## src/hdl/base64_stream_decoder_unit_assert.svh

```systemverilog
// Assertion macros for the Base64 stream decoder.
// Depends on nothing; expects signals clk and rst_n in the including module.
`ifndef BASE64_STREAM_DECODER_UNIT_ASSERT_SVH
`define BASE64_STREAM_DECODER_UNIT_ASSERT_SVH

`ifndef ASSERT_OFF

// Checks a property on every rising edge of clk outside of reset.
`define B64SD_ASSERT(lbl, prop) \
  lbl: assert property (@(posedge clk) disable iff (!rst_n) (prop)) \
    else $error("b64sd assertion failed");

// Checks that a condition implies a consequence in the same cycle.
`define B64SD_ASSERT_IMPL(lbl, ante, cons) \
  lbl: assert property (@(posedge clk) disable iff (!rst_n) (ante) |-> (cons)) \
    else $error("b64sd implication failed");

// Checks that a condition implies a consequence in the next cycle.
`define B64SD_ASSERT_NEXT(lbl, ante, cons) \
  lbl: assert property (@(posedge clk) disable iff (!rst_n) (ante) |=> (cons)) \
    else $error("b64sd next-cycle implication failed");

`else

`define B64SD_ASSERT(lbl, prop)
`define B64SD_ASSERT_IMPL(lbl, ante, cons)
`define B64SD_ASSERT_NEXT(lbl, ante, cons)

`endif

`endif

```

## src/hdl/b64sd_pkg.sv

```systemverilog
// Shared types, constants and the alphabet lookup of the Base64 stream decoder.
// Depends on nothing.
package b64sd_pkg;

  // Width of the internal decoded-byte counter; the reported count is 16 bits.
  localparam int COUNT_WIDTH = 16;
  localparam int REPORT_WIDTH = 16;

  localparam logic [7:0] PAD_CHAR = 8'h3D;

  typedef logic [1:0] phase_t;
  localparam phase_t PHASE_ZERO  = 2'd0;
  localparam phase_t PHASE_ONE   = 2'd1;
  localparam phase_t PHASE_TWO   = 2'd2;
  localparam phase_t PHASE_THREE = 2'd3;

  typedef struct packed {
    logic       hit;
    logic [5:0] val;
  } sextet_t;

  typedef struct packed {
    logic       en;
    logic [7:0] in_char;
    logic       is_last;
  } step_t;

  typedef struct packed {
    logic [7:0]              out_byte;
    logic                    byte_valid;
    logic                    decode_error;
    logic                    done_res;
    logic [REPORT_WIDTH-1:0] byte_count;
  } result_t;

  // Maps a character of the standard alphabet to its 6-bit value.
  function automatic sextet_t sextet_of(input logic [7:0] c);
    sextet_t s;
    s.hit = 1'b1;
    s.val = 6'd0;
    if (c >= 8'h41 && c <= 8'h5A) begin
      s.val = 6'(c - 8'h41);
    end else if (c >= 8'h61 && c <= 8'h7A) begin
      s.val = 6'(c - 8'h61 + 8'd26);
    end else if (c >= 8'h30 && c <= 8'h39) begin
      s.val = 6'(c - 8'h30 + 8'd52);
    end else if (c == 8'h2B) begin
      s.val = 6'd62;
    end else if (c == 8'h2F) begin
      s.val = 6'd63;
    end else begin
      s.hit = 1'b0;
    end
    return s;
  endfunction

endpackage

```

## src/hdl/b64sd_if.sv

```systemverilog
// Valid/ready channel interfaces for the Base64 stream decoder.
// Depends on b64sd_pkg for the count width.
interface b64sd_in_if;
  logic       valid;
  logic       ready;
  logic [7:0] in_char;
  logic       is_last;

  modport source (output valid, output in_char, output is_last, input ready);
  modport sink   (input valid, input in_char, input is_last, output ready);
endinterface

interface b64sd_out_if;
  logic                              valid;
  logic                              ready;
  logic [7:0]                        out_byte;
  logic                              byte_valid;
  logic                              decode_error;
  logic                              done_res;
  logic [b64sd_pkg::REPORT_WIDTH-1:0] byte_count;

  modport source (output valid, output out_byte, output byte_valid, output decode_error,
                  output done_res, output byte_count, input ready);
  modport sink   (input valid, input out_byte, input byte_valid, input decode_error,
                  input done_res, input byte_count, output ready);
endinterface

```

## src/hdl/b64sd_core.sv

```systemverilog
// Decoder state and the per-character decode logic of the Base64 stream decoder.
// Depends on b64sd_pkg and base64_stream_decoder_unit_assert.svh.
`include "base64_stream_decoder_unit_assert.svh"

module b64sd_core (
  input  logic               clk,
  input  logic               rst_n,
  input  b64sd_pkg::step_t   step,
  output b64sd_pkg::result_t res
);

  localparam int CW = b64sd_pkg::COUNT_WIDTH;
  localparam int RW = b64sd_pkg::REPORT_WIDTH;

  b64sd_pkg::phase_t phase_r, phase_nxt;
  logic [7:0]        partial_r, partial_nxt;
  logic              pad_pending_r, pad_pending_nxt;
  logic              failed_r, failed_nxt;
  logic [CW-1:0]     count_r, count_nxt;

  b64sd_pkg::sextet_t sx;
  logic [7:0]         byte_out;
  logic               byte_ok;
  logic [CW+RW-1:0]   count_ext;

  always_comb begin
    sx              = b64sd_pkg::sextet_of(step.in_char);
    phase_nxt       = phase_r;
    partial_nxt     = partial_r;
    pad_pending_nxt = pad_pending_r;
    failed_nxt      = failed_r;
    count_nxt       = count_r;
    byte_out        = 8'h00;
    byte_ok         = 1'b0;

    if (!failed_r) begin
      pad_pending_nxt = 1'b0;
      // A pad at phase one must be followed directly by a second pad.
      if (pad_pending_r && step.in_char != b64sd_pkg::PAD_CHAR) begin
        failed_nxt = 1'b1;
      end else if (step.in_char == b64sd_pkg::PAD_CHAR) begin
        if (phase_r == b64sd_pkg::PHASE_ONE) begin
          if (step.is_last) begin
            failed_nxt = 1'b1;
          end else begin
            pad_pending_nxt = 1'b1;
          end
        end
      end else if (sx.hit) begin
        unique case (phase_r)
          b64sd_pkg::PHASE_ZERO: begin
            partial_nxt = {sx.val, 2'b00};
          end
          b64sd_pkg::PHASE_ONE: begin
            byte_out    = partial_r | {6'b0, sx.val[5:4]};
            partial_nxt = {sx.val[3:0], 4'b0};
            byte_ok     = 1'b1;
          end
          b64sd_pkg::PHASE_TWO: begin
            byte_out    = partial_r | {4'b0, sx.val[5:2]};
            partial_nxt = {sx.val[1:0], 6'b0};
            byte_ok     = 1'b1;
          end
          b64sd_pkg::PHASE_THREE: begin
            byte_out = partial_r | {2'b0, sx.val};
            byte_ok  = 1'b1;
          end
        endcase
        phase_nxt = phase_r + 2'd1;
        if (byte_ok && count_r != {CW{1'b1}}) begin
          count_nxt = count_r + CW'(1);
        end
      end
    end
  end

  always_comb begin
    count_ext        = {{RW{1'b0}}, count_nxt};
    res.out_byte     = byte_out;
    res.byte_valid   = byte_ok;
    res.decode_error = failed_nxt;
    res.done_res     = step.is_last;
    res.byte_count   = count_ext[RW-1:0];
  end

  // The last character of a string returns the whole state to its reset value.
  always_ff @(posedge clk) begin
    if (!rst_n) begin
      phase_r       <= b64sd_pkg::PHASE_ZERO;
      partial_r     <= 8'h00;
      pad_pending_r <= 1'b0;
      failed_r      <= 1'b0;
      count_r       <= '0;
    end else if (step.en) begin
      if (step.is_last) begin
        phase_r       <= b64sd_pkg::PHASE_ZERO;
        partial_r     <= 8'h00;
        pad_pending_r <= 1'b0;
        failed_r      <= 1'b0;
        count_r       <= '0;
      end else begin
        phase_r       <= phase_nxt;
        partial_r     <= partial_nxt;
        pad_pending_r <= pad_pending_nxt;
        failed_r      <= failed_nxt;
        count_r       <= count_nxt;
      end
    end
  end

  `B64SD_ASSERT_NEXT(a_error_sticky, failed_r && !(step.en && step.is_last), failed_r)
  `B64SD_ASSERT_NEXT(a_clear_on_last, step.en && step.is_last,
    phase_r == b64sd_pkg::PHASE_ZERO && count_r == '0 && !pad_pending_r && !failed_r)
  `B64SD_ASSERT_IMPL(a_pad_at_phase_one, pad_pending_r, phase_r == b64sd_pkg::PHASE_ONE)
  `B64SD_ASSERT_IMPL(a_no_byte_on_error, res.byte_valid, !res.decode_error)
  `B64SD_ASSERT(a_pad_clean, !(pad_pending_r && failed_r))

endmodule

```

## src/hdl/base64_stream_decoder_unit.sv

```systemverilog
// Base64 stream decoder: takes one character per transfer and returns one result per
// character. An input register feeds the decode logic, whose result lands in an output
// register; the packer state advances when a character moves from the one to the other.
// A new character is taken every clock while results are taken, so throughput is one
// character per cycle; a character goes from the input register to the output register,
// and the packer state updates as it advances, which sets that rate. Each result carries
// the decoded byte if one completed, the sticky pad error, the end-of-string mark and the
// running count of decoded bytes.
// Depends on b64sd_pkg, b64sd_if and b64sd_core.
module base64_stream_decoder_unit (
  input  logic         clk,
  input  logic         rst_n,
  b64sd_in_if.sink     in_ch,
  b64sd_out_if.source  out_ch
);

  logic                s1_valid_r;
  logic [7:0]          s1_char_r;
  logic                s1_last_r;
  logic                out_valid_r;
  b64sd_pkg::result_t  out_res_r;
  b64sd_pkg::step_t    step;
  b64sd_pkg::result_t  res;
  logic                s1_adv;
  logic                in_xfer;

  assign s1_adv      = s1_valid_r && (!out_valid_r || out_ch.ready);
  assign in_ch.ready = !s1_valid_r || s1_adv;
  assign in_xfer     = in_ch.valid && in_ch.ready;

  always_comb begin
    step.en      = s1_adv;
    step.in_char = s1_char_r;
    step.is_last = s1_last_r;
  end

  b64sd_core u_core (
    .clk   (clk),
    .rst_n (rst_n),
    .step  (step),
    .res   (res)
  );

  always_ff @(posedge clk) begin
    if (!rst_n) begin
      s1_valid_r <= 1'b0;
    end else if (in_ch.ready) begin
      s1_valid_r <= in_ch.valid;
    end
  end

  always_ff @(posedge clk) begin
    if (in_xfer) begin
      s1_char_r <= in_ch.in_char;
      s1_last_r <= in_ch.is_last;
    end
  end

  always_ff @(posedge clk) begin
    if (!rst_n) begin
      out_valid_r <= 1'b0;
    end else if (s1_adv) begin
      out_valid_r <= 1'b1;
    end else if (out_ch.ready) begin
      out_valid_r <= 1'b0;
    end
  end

  always_ff @(posedge clk) begin
    if (s1_adv) begin
      out_res_r <= res;
    end
  end

  assign out_ch.valid        = out_valid_r;
  assign out_ch.out_byte     = out_res_r.out_byte;
  assign out_ch.byte_valid   = out_res_r.byte_valid;
  assign out_ch.decode_error = out_res_r.decode_error;
  assign out_ch.done_res     = out_res_r.done_res;
  assign out_ch.byte_count   = out_res_r.byte_count;

endmodule

```

## src/flat_wrapper.sv

```systemverilog
// flat-port wrapper written by rule: the top's interface ports become plain ports
module base64_stream_decoder_unit_flat 
  (clk, rst_n, in_ch_valid, in_ch_in_char, in_ch_is_last, in_ch_ready, out_ch_valid, out_ch_out_byte, out_ch_byte_valid, out_ch_decode_error, out_ch_done_res, out_ch_byte_count, out_ch_ready);
  b64sd_in_if in_ch_i ();
  b64sd_out_if out_ch_i ();
  input  logic clk;
  input  logic rst_n;
  input wire logic [$bits(in_ch_i.valid)-1:0] in_ch_valid;
  input wire logic [$bits(in_ch_i.in_char)-1:0] in_ch_in_char;
  input wire logic [$bits(in_ch_i.is_last)-1:0] in_ch_is_last;
  output wire logic [$bits(in_ch_i.ready)-1:0] in_ch_ready;
  output wire logic [$bits(out_ch_i.valid)-1:0] out_ch_valid;
  output wire logic [$bits(out_ch_i.out_byte)-1:0] out_ch_out_byte;
  output wire logic [$bits(out_ch_i.byte_valid)-1:0] out_ch_byte_valid;
  output wire logic [$bits(out_ch_i.decode_error)-1:0] out_ch_decode_error;
  output wire logic [$bits(out_ch_i.done_res)-1:0] out_ch_done_res;
  output wire logic [$bits(out_ch_i.byte_count)-1:0] out_ch_byte_count;
  input wire logic [$bits(out_ch_i.ready)-1:0] out_ch_ready;
  assign in_ch_i.valid = in_ch_valid;
  assign in_ch_i.in_char = in_ch_in_char;
  assign in_ch_i.is_last = in_ch_is_last;
  assign in_ch_ready = in_ch_i.ready;
  assign out_ch_valid = out_ch_i.valid;
  assign out_ch_out_byte = out_ch_i.out_byte;
  assign out_ch_byte_valid = out_ch_i.byte_valid;
  assign out_ch_decode_error = out_ch_i.decode_error;
  assign out_ch_done_res = out_ch_i.done_res;
  assign out_ch_byte_count = out_ch_i.byte_count;
  assign out_ch_i.ready = out_ch_ready;
  base64_stream_decoder_unit u_core (.clk(clk), .rst_n(rst_n), .in_ch(in_ch_i), .out_ch(out_ch_i));
endmodule
```

## config.mk

```make
export PLATFORM = sky130hd
export DESIGN_NAME = base64_stream_decoder_unit_flat
export DESIGN_NICKNAME = d
export VERILOG_FILES = /design/src/hdl/b64sd_pkg.sv /design/src/hdl/b64sd_if.sv /design/src/hdl/b64sd_core.sv /design/src/hdl/base64_stream_decoder_unit.sv /design/src/flat_wrapper.sv
export VERILOG_INCLUDE_DIRS = /design/src /design/src/hdl
export SDC_FILE = /design/constraint.sdc
export NUM_CORES = 1
export LEC_CHECK = 0
export BUFFER_PORTS_ARGS = -buffer_cell sky130_fd_sc_hd__buf_2
export CAP_MARGIN = 20
export CORE_MARGIN = 4
export CORE_UTILIZATION = 35
export DETAILED_ROUTE_END_ITERATION = 7
export PLACE_DENSITY = 0.52
export SETUP_SLACK_MARGIN = 0.2
export SLEW_MARGIN = 20
export SYNTH_ARGS = -nofsm -noshare
export SYNTH_HDL_FRONTEND = slang
export SYNTH_SLANG_ARGS = --single-unit
```

## constraint.sdc

```tcl
create_clock -name clk -period 5.7 [get_ports clk]
set_input_delay 0.285 -clock clk [delete_from_list [all_inputs] [get_ports clk]]
set_output_delay 0.285 -clock clk [all_outputs]
set_load 0.03 [all_outputs]
```

==> metrics.md <==
| Metric | Value |
|---|---|
| Growth of design area from synthesis to finish | `13.6%` |
| Final weighted congestion in routability-driven placement | `0.862` |
| Input/output buffers | `41` |
| Avg WL per Cell | `15.8 um` |
| Leakage Power | `0.00159 uW` |
| Worst clock skew | `0.0105 ns` |
| Number of hold violations in the final report | `0` |
| Overall power after layout | `1010 uW` |
| Count of warnings emitted by yosys | `0` |
| Worst hold path type | `input port to flop` |
| Synthesized Nets | `406` |
| CTS Hold Buffers Added | `0` |
| Y dimension of the die | `111 um` |
| Maximum number of pins on one net before global-route repair | `32` |
| Crit path DAT | `3.43 ns` |
| Number of cells upsized or downsized after cts | `0` |
| Highest attainable clock frequency | `301 MHz` |
| Filler Cells Inserted | `1012` |
| Synth area leaders | `sky130_fd_sc_hd__edfxtp_1, sky130_fd_sc_hd__dfxtp_1, sky130_fd_sc_hd__ha_1` |
| Insertion delay to the later sink of the worst-skew pair | `0.34 ns` |
| Type of origin of the critical path | `flop` |
| Buffers from clock root to sink, at most | `2` |
| Wire length on met1 | `4380 um` |
| Share of Yosys cell area claimed by the top area cell type | `29.1%` |
| Wire length of the first global-routing pass | `14900 um` |
| Post-Synth XOR/XNOR Area | `5.18%` |
| Simple-gate share of the synthesized area | `20.7%` |
| Layout cell share with drive strength beyond 1 | `16.7%` |
| Post-Route WL | `8780 um` |
| Largest fanout of any net on the critical path | `25` |
| Flip-flop and latch count after synthesis | `64` |
| Grt total ovfl | `0` |
| Number of antenna repair diodes | `0` |
| Power density over the cells | `238 nW/um^2` |
| Cell chosen for the clock root | `sky130_fd_sc_hd__clkbuf_8` |
| Mean Syn Cell Area | `9.84 sq um` |
| Seq/Total Area, Yosys | `44.1%` |
| Metal2 WL | `3890 um` |
| Top library cells by usage in the layout, fill and taps aside | `sky130_fd_sc_hd__buf_2, sky130_fd_sc_hd__edfxtp_1, sky130_fd_sc_hd__nand2_1` |
| Unrepaired setup endpoints after global routing | `false` |
| Max-cap violation count | `0` |
| Status | `complete, no violations` |
| Total routing usage reported by global routing | `14.6%` |
| Worst path max stage delay | `0.91 ns` |
| Die outline area | `12300 sq um` |
| Final worst path period need | `3.32 ns` |
| Half-perimeter wire length after detailed placement | `5970 um` |
| Largest family of logic cells by synthesized area | `simple AND/OR/NAND/NOR gates` |
| Distinct cell type count after synthesis | `60` |
| Via Count | `3025` |
| Crit Path Class | `flop to flop` |
| Maximum level of the CTS H-tree | `3` |
| Crit path required time | `5.80 ns` |
| Crit-path cells | `inv_1 > ha_1 > nor2b_1 > o21ai_1 > a21oi_4 > a211oi_4 > mux2_2` |
| Core occupancy in the finished layout | `40.9%` |
| Core Footprint | `10300 sq um` |
| Adder and majority gate portion of the synthesized area | `5.05%` |
| First-iteration detailed-routing DRC count | `164` |
| Cell taking the most area after synthesis | `sky130_fd_sc_hd__edfxtp_1` |
| Final hold slack | `0.118 ns` |
| Endpoint class of the critical path | `flop` |
| Crit path max-delay cell type | `sky130_fd_sc_hd__a211oi_4` |
| Met3 Wirelength | `427 um` |
| Worst slew slack as a fraction of its limit | `31.1%` |
| # DRC | `0` |
| Clock tree from TritonCTS | `yes` |
| TritonCTS buffer count | `9` |
| # setup viols final | `0` |
| Commonest register cell after synthesis | `sky130_fd_sc_hd__edfxtp_1` |
| Std-Cell Rows | `37` |
| Transition time at the pin with the least slew margin | `1.03 ns` |
| Vias in the first global route | `2934` |
| Instance count of the mapped netlist | `378` |
| Pins over their slew limit | `0` |
| Starting density of the core | `36.0%` |
| Highest routed layer | `met4` |
| Post-route ant nets | `0` |
| NumNets Final | `443` |
| Mux contribution to synthesized area | `1.65%` |
| Vias per cell | `5.44` |
| Peak supply drop | `0.000134 V` |
| Number of clock sinks seen by CTS | `64` |
| Worst hold path cell count | `1` |
| Share of synthesized flip-flops with an asynchronous set or reset | `0%` |
| First drt pass iteration count | `4` |
| Cell area after synthesis | `3720 sq um` |
| Die span in x | `111 um` |
| Final period util | `58.3%` |
| Count of cells along the worst register-to-register path | `7` |
| Final setup TNS | `0 ns` |
| Number of antenna violations at the first check in global routing | `0` |
| I/O pin count | `42` |
| Compound-cell area share of the yosys netlist | `19.0%` |
| Total setup buffers inserted after CTS | `0` |
| EDFF count, synth | `36` |
| Clock input transition at the sequential cells of the worst setup and hold paths | `0.08 ns` |
| Most common cell after layout, fill and taps aside | `sky130_fd_sc_hd__buf_2` |
## state kept, by name (all words and copies together) (netlist names), 2 cells and up
register and flops:
u_core.out_ch.byte_count 16, u_core.u_core.count_r 16, u_core.out_ch.out_byte 8, u_core.s1_char_r 8, u_core.u_core.partial_r 6, u_core.u_core.phase_r 2
## critical path, delay by kind of cell, from the launching register on
family                   cells  cell delay, ns
AO/OA/AOI/OAI                3            1.53
adder cells (fa/ha/maj)      1            0.29
buffers and inverters        1            0.15
flip-flops                   1            0.52
multiplexers                 1            0.42
AND/OR/NAND/NOR              1            0.16
## Yosys cell counts, types with 2 or more instances
| cell type | n |
|---|---|
| sky130_fd_sc_hd__a211o_1 | 4 |
| sky130_fd_sc_hd__a211oi_1 | 2 |
| sky130_fd_sc_hd__a21o_1 | 6 |
| sky130_fd_sc_hd__a21oi_1 | 9 |
| sky130_fd_sc_hd__a221o_1 | 2 |
| sky130_fd_sc_hd__a222oi_1 | 2 |
| sky130_fd_sc_hd__a22o_1 | 4 |
| sky130_fd_sc_hd__a2bb2oi_1 | 2 |
| sky130_fd_sc_hd__a311o_1 | 5 |
| sky130_fd_sc_hd__a31oi_1 | 18 |
| sky130_fd_sc_hd__a32o_1 | 2 |
| sky130_fd_sc_hd__a32oi_1 | 4 |
| sky130_fd_sc_hd__and2_1 | 7 |
| sky130_fd_sc_hd__and3_1 | 17 |
| sky130_fd_sc_hd__and4_1 | 3 |
| sky130_fd_sc_hd__buf_2 | 5 |
| sky130_fd_sc_hd__buf_4 | 2 |
| sky130_fd_sc_hd__clkbuf_1 | 10 |
| sky130_fd_sc_hd__dfxtp_1 | 28 |
| sky130_fd_sc_hd__edfxtp_1 | 36 |
| sky130_fd_sc_hd__ha_1 | 15 |
| sky130_fd_sc_hd__inv_1 | 18 |
| sky130_fd_sc_hd__mux2i_1 | 5 |
| sky130_fd_sc_hd__nand2_1 | 35 |
| sky130_fd_sc_hd__nand2b_1 | 4 |
| sky130_fd_sc_hd__nand3_1 | 16 |
| sky130_fd_sc_hd__nand3b_1 | 2 |
| sky130_fd_sc_hd__nand4_1 | 14 |
| sky130_fd_sc_hd__nand4bb_1 | 2 |
| sky130_fd_sc_hd__nor2_1 | 27 |
| sky130_fd_sc_hd__nor2b_1 | 8 |
| sky130_fd_sc_hd__nor3_1 | 6 |
| sky130_fd_sc_hd__o211ai_1 | 5 |
| sky130_fd_sc_hd__o21ai_0 | 3 |
| sky130_fd_sc_hd__o311ai_0 | 3 |
| sky130_fd_sc_hd__or3_1 | 3 |
| sky130_fd_sc_hd__xnor2_1 | 15 |
| sky130_fd_sc_hd__xor2_1 | 7 |
## cell families after synthesis
group | count (synthesis)
AO/OA/AOI/OAI | 87
XOR/XNOR | 22
adder cells (fa/ha/maj) | 15
multiplexers | 6
flip-flops | 64
buffers and inverters | 37
AND/OR/NAND/NOR | 147
## layer usage
layer / GRT usage, % / up-vias
li1: - / 1499
met1: 20.5 / 1443
met2: 22.5 / 78
met3: 3.22 / 5
met4: 4.14 / 0
met5: 0 / -
## path summary, 6_finish.rpt
kind,from,to,slack (ns)
worst max-delay path,u_core.s1_char_r[2],u_core.out_ch.byte_count[1],2.38
worst min-delay path,in_ch_in_char[4],u_core.s1_char_r[4],0.12
worst max register to register,u_core.s1_char_r[2],u_core.out_ch.byte_count[1],2.38
worst min register to register,u_core.u_core.partial_r[6],u_core.u_core.partial_r[6],0.47
## stage by stage
| step | cells | cell area [sq um] | setup slack, ns |
|---|---|---|---|
| 2_1_floorplan | 378 | 3720 | 3.12 |
| 3_3_place_gp | 540 | 4030 | 2.47 |
| 3_5_place_dp | 540 | 4030 | 2.42 |
| 4_1_cts | 556 | 4220 | 2.41 |
| 5_1_grt | 556 | 4220 | 2.15 |
| 6_report | 556 | 4220 | 2.38 |
## final cells by class
class	count	area, sq um	share of cell area [%]
inverter	19	71.3	1.69
tap	136	170	4.03
clock inverter	6	58.8	1.39
multi-input combinational	277	1920	45.4
timing repair buffer	44	228	5.39
clock buffer	10	138	3.26
sequential	64	1640	38.9
## report_power, final
| group | switching [uW] | total, uW | internal [uW] | leakage [uW] |
|---|---|---|---|---|
| Sequential | 10.8 | 510 | 499 | 0.000573 |
| Clock | 186 | 396 | 211 | 0.0000957 |
| Combinational | 69.0 | 99.6 | 30.6 | 0.000923 |
| Total | 265 | 1010 | 741 | 0.00159 |
No activity file was read; power rests on OpenSTA's default activity.
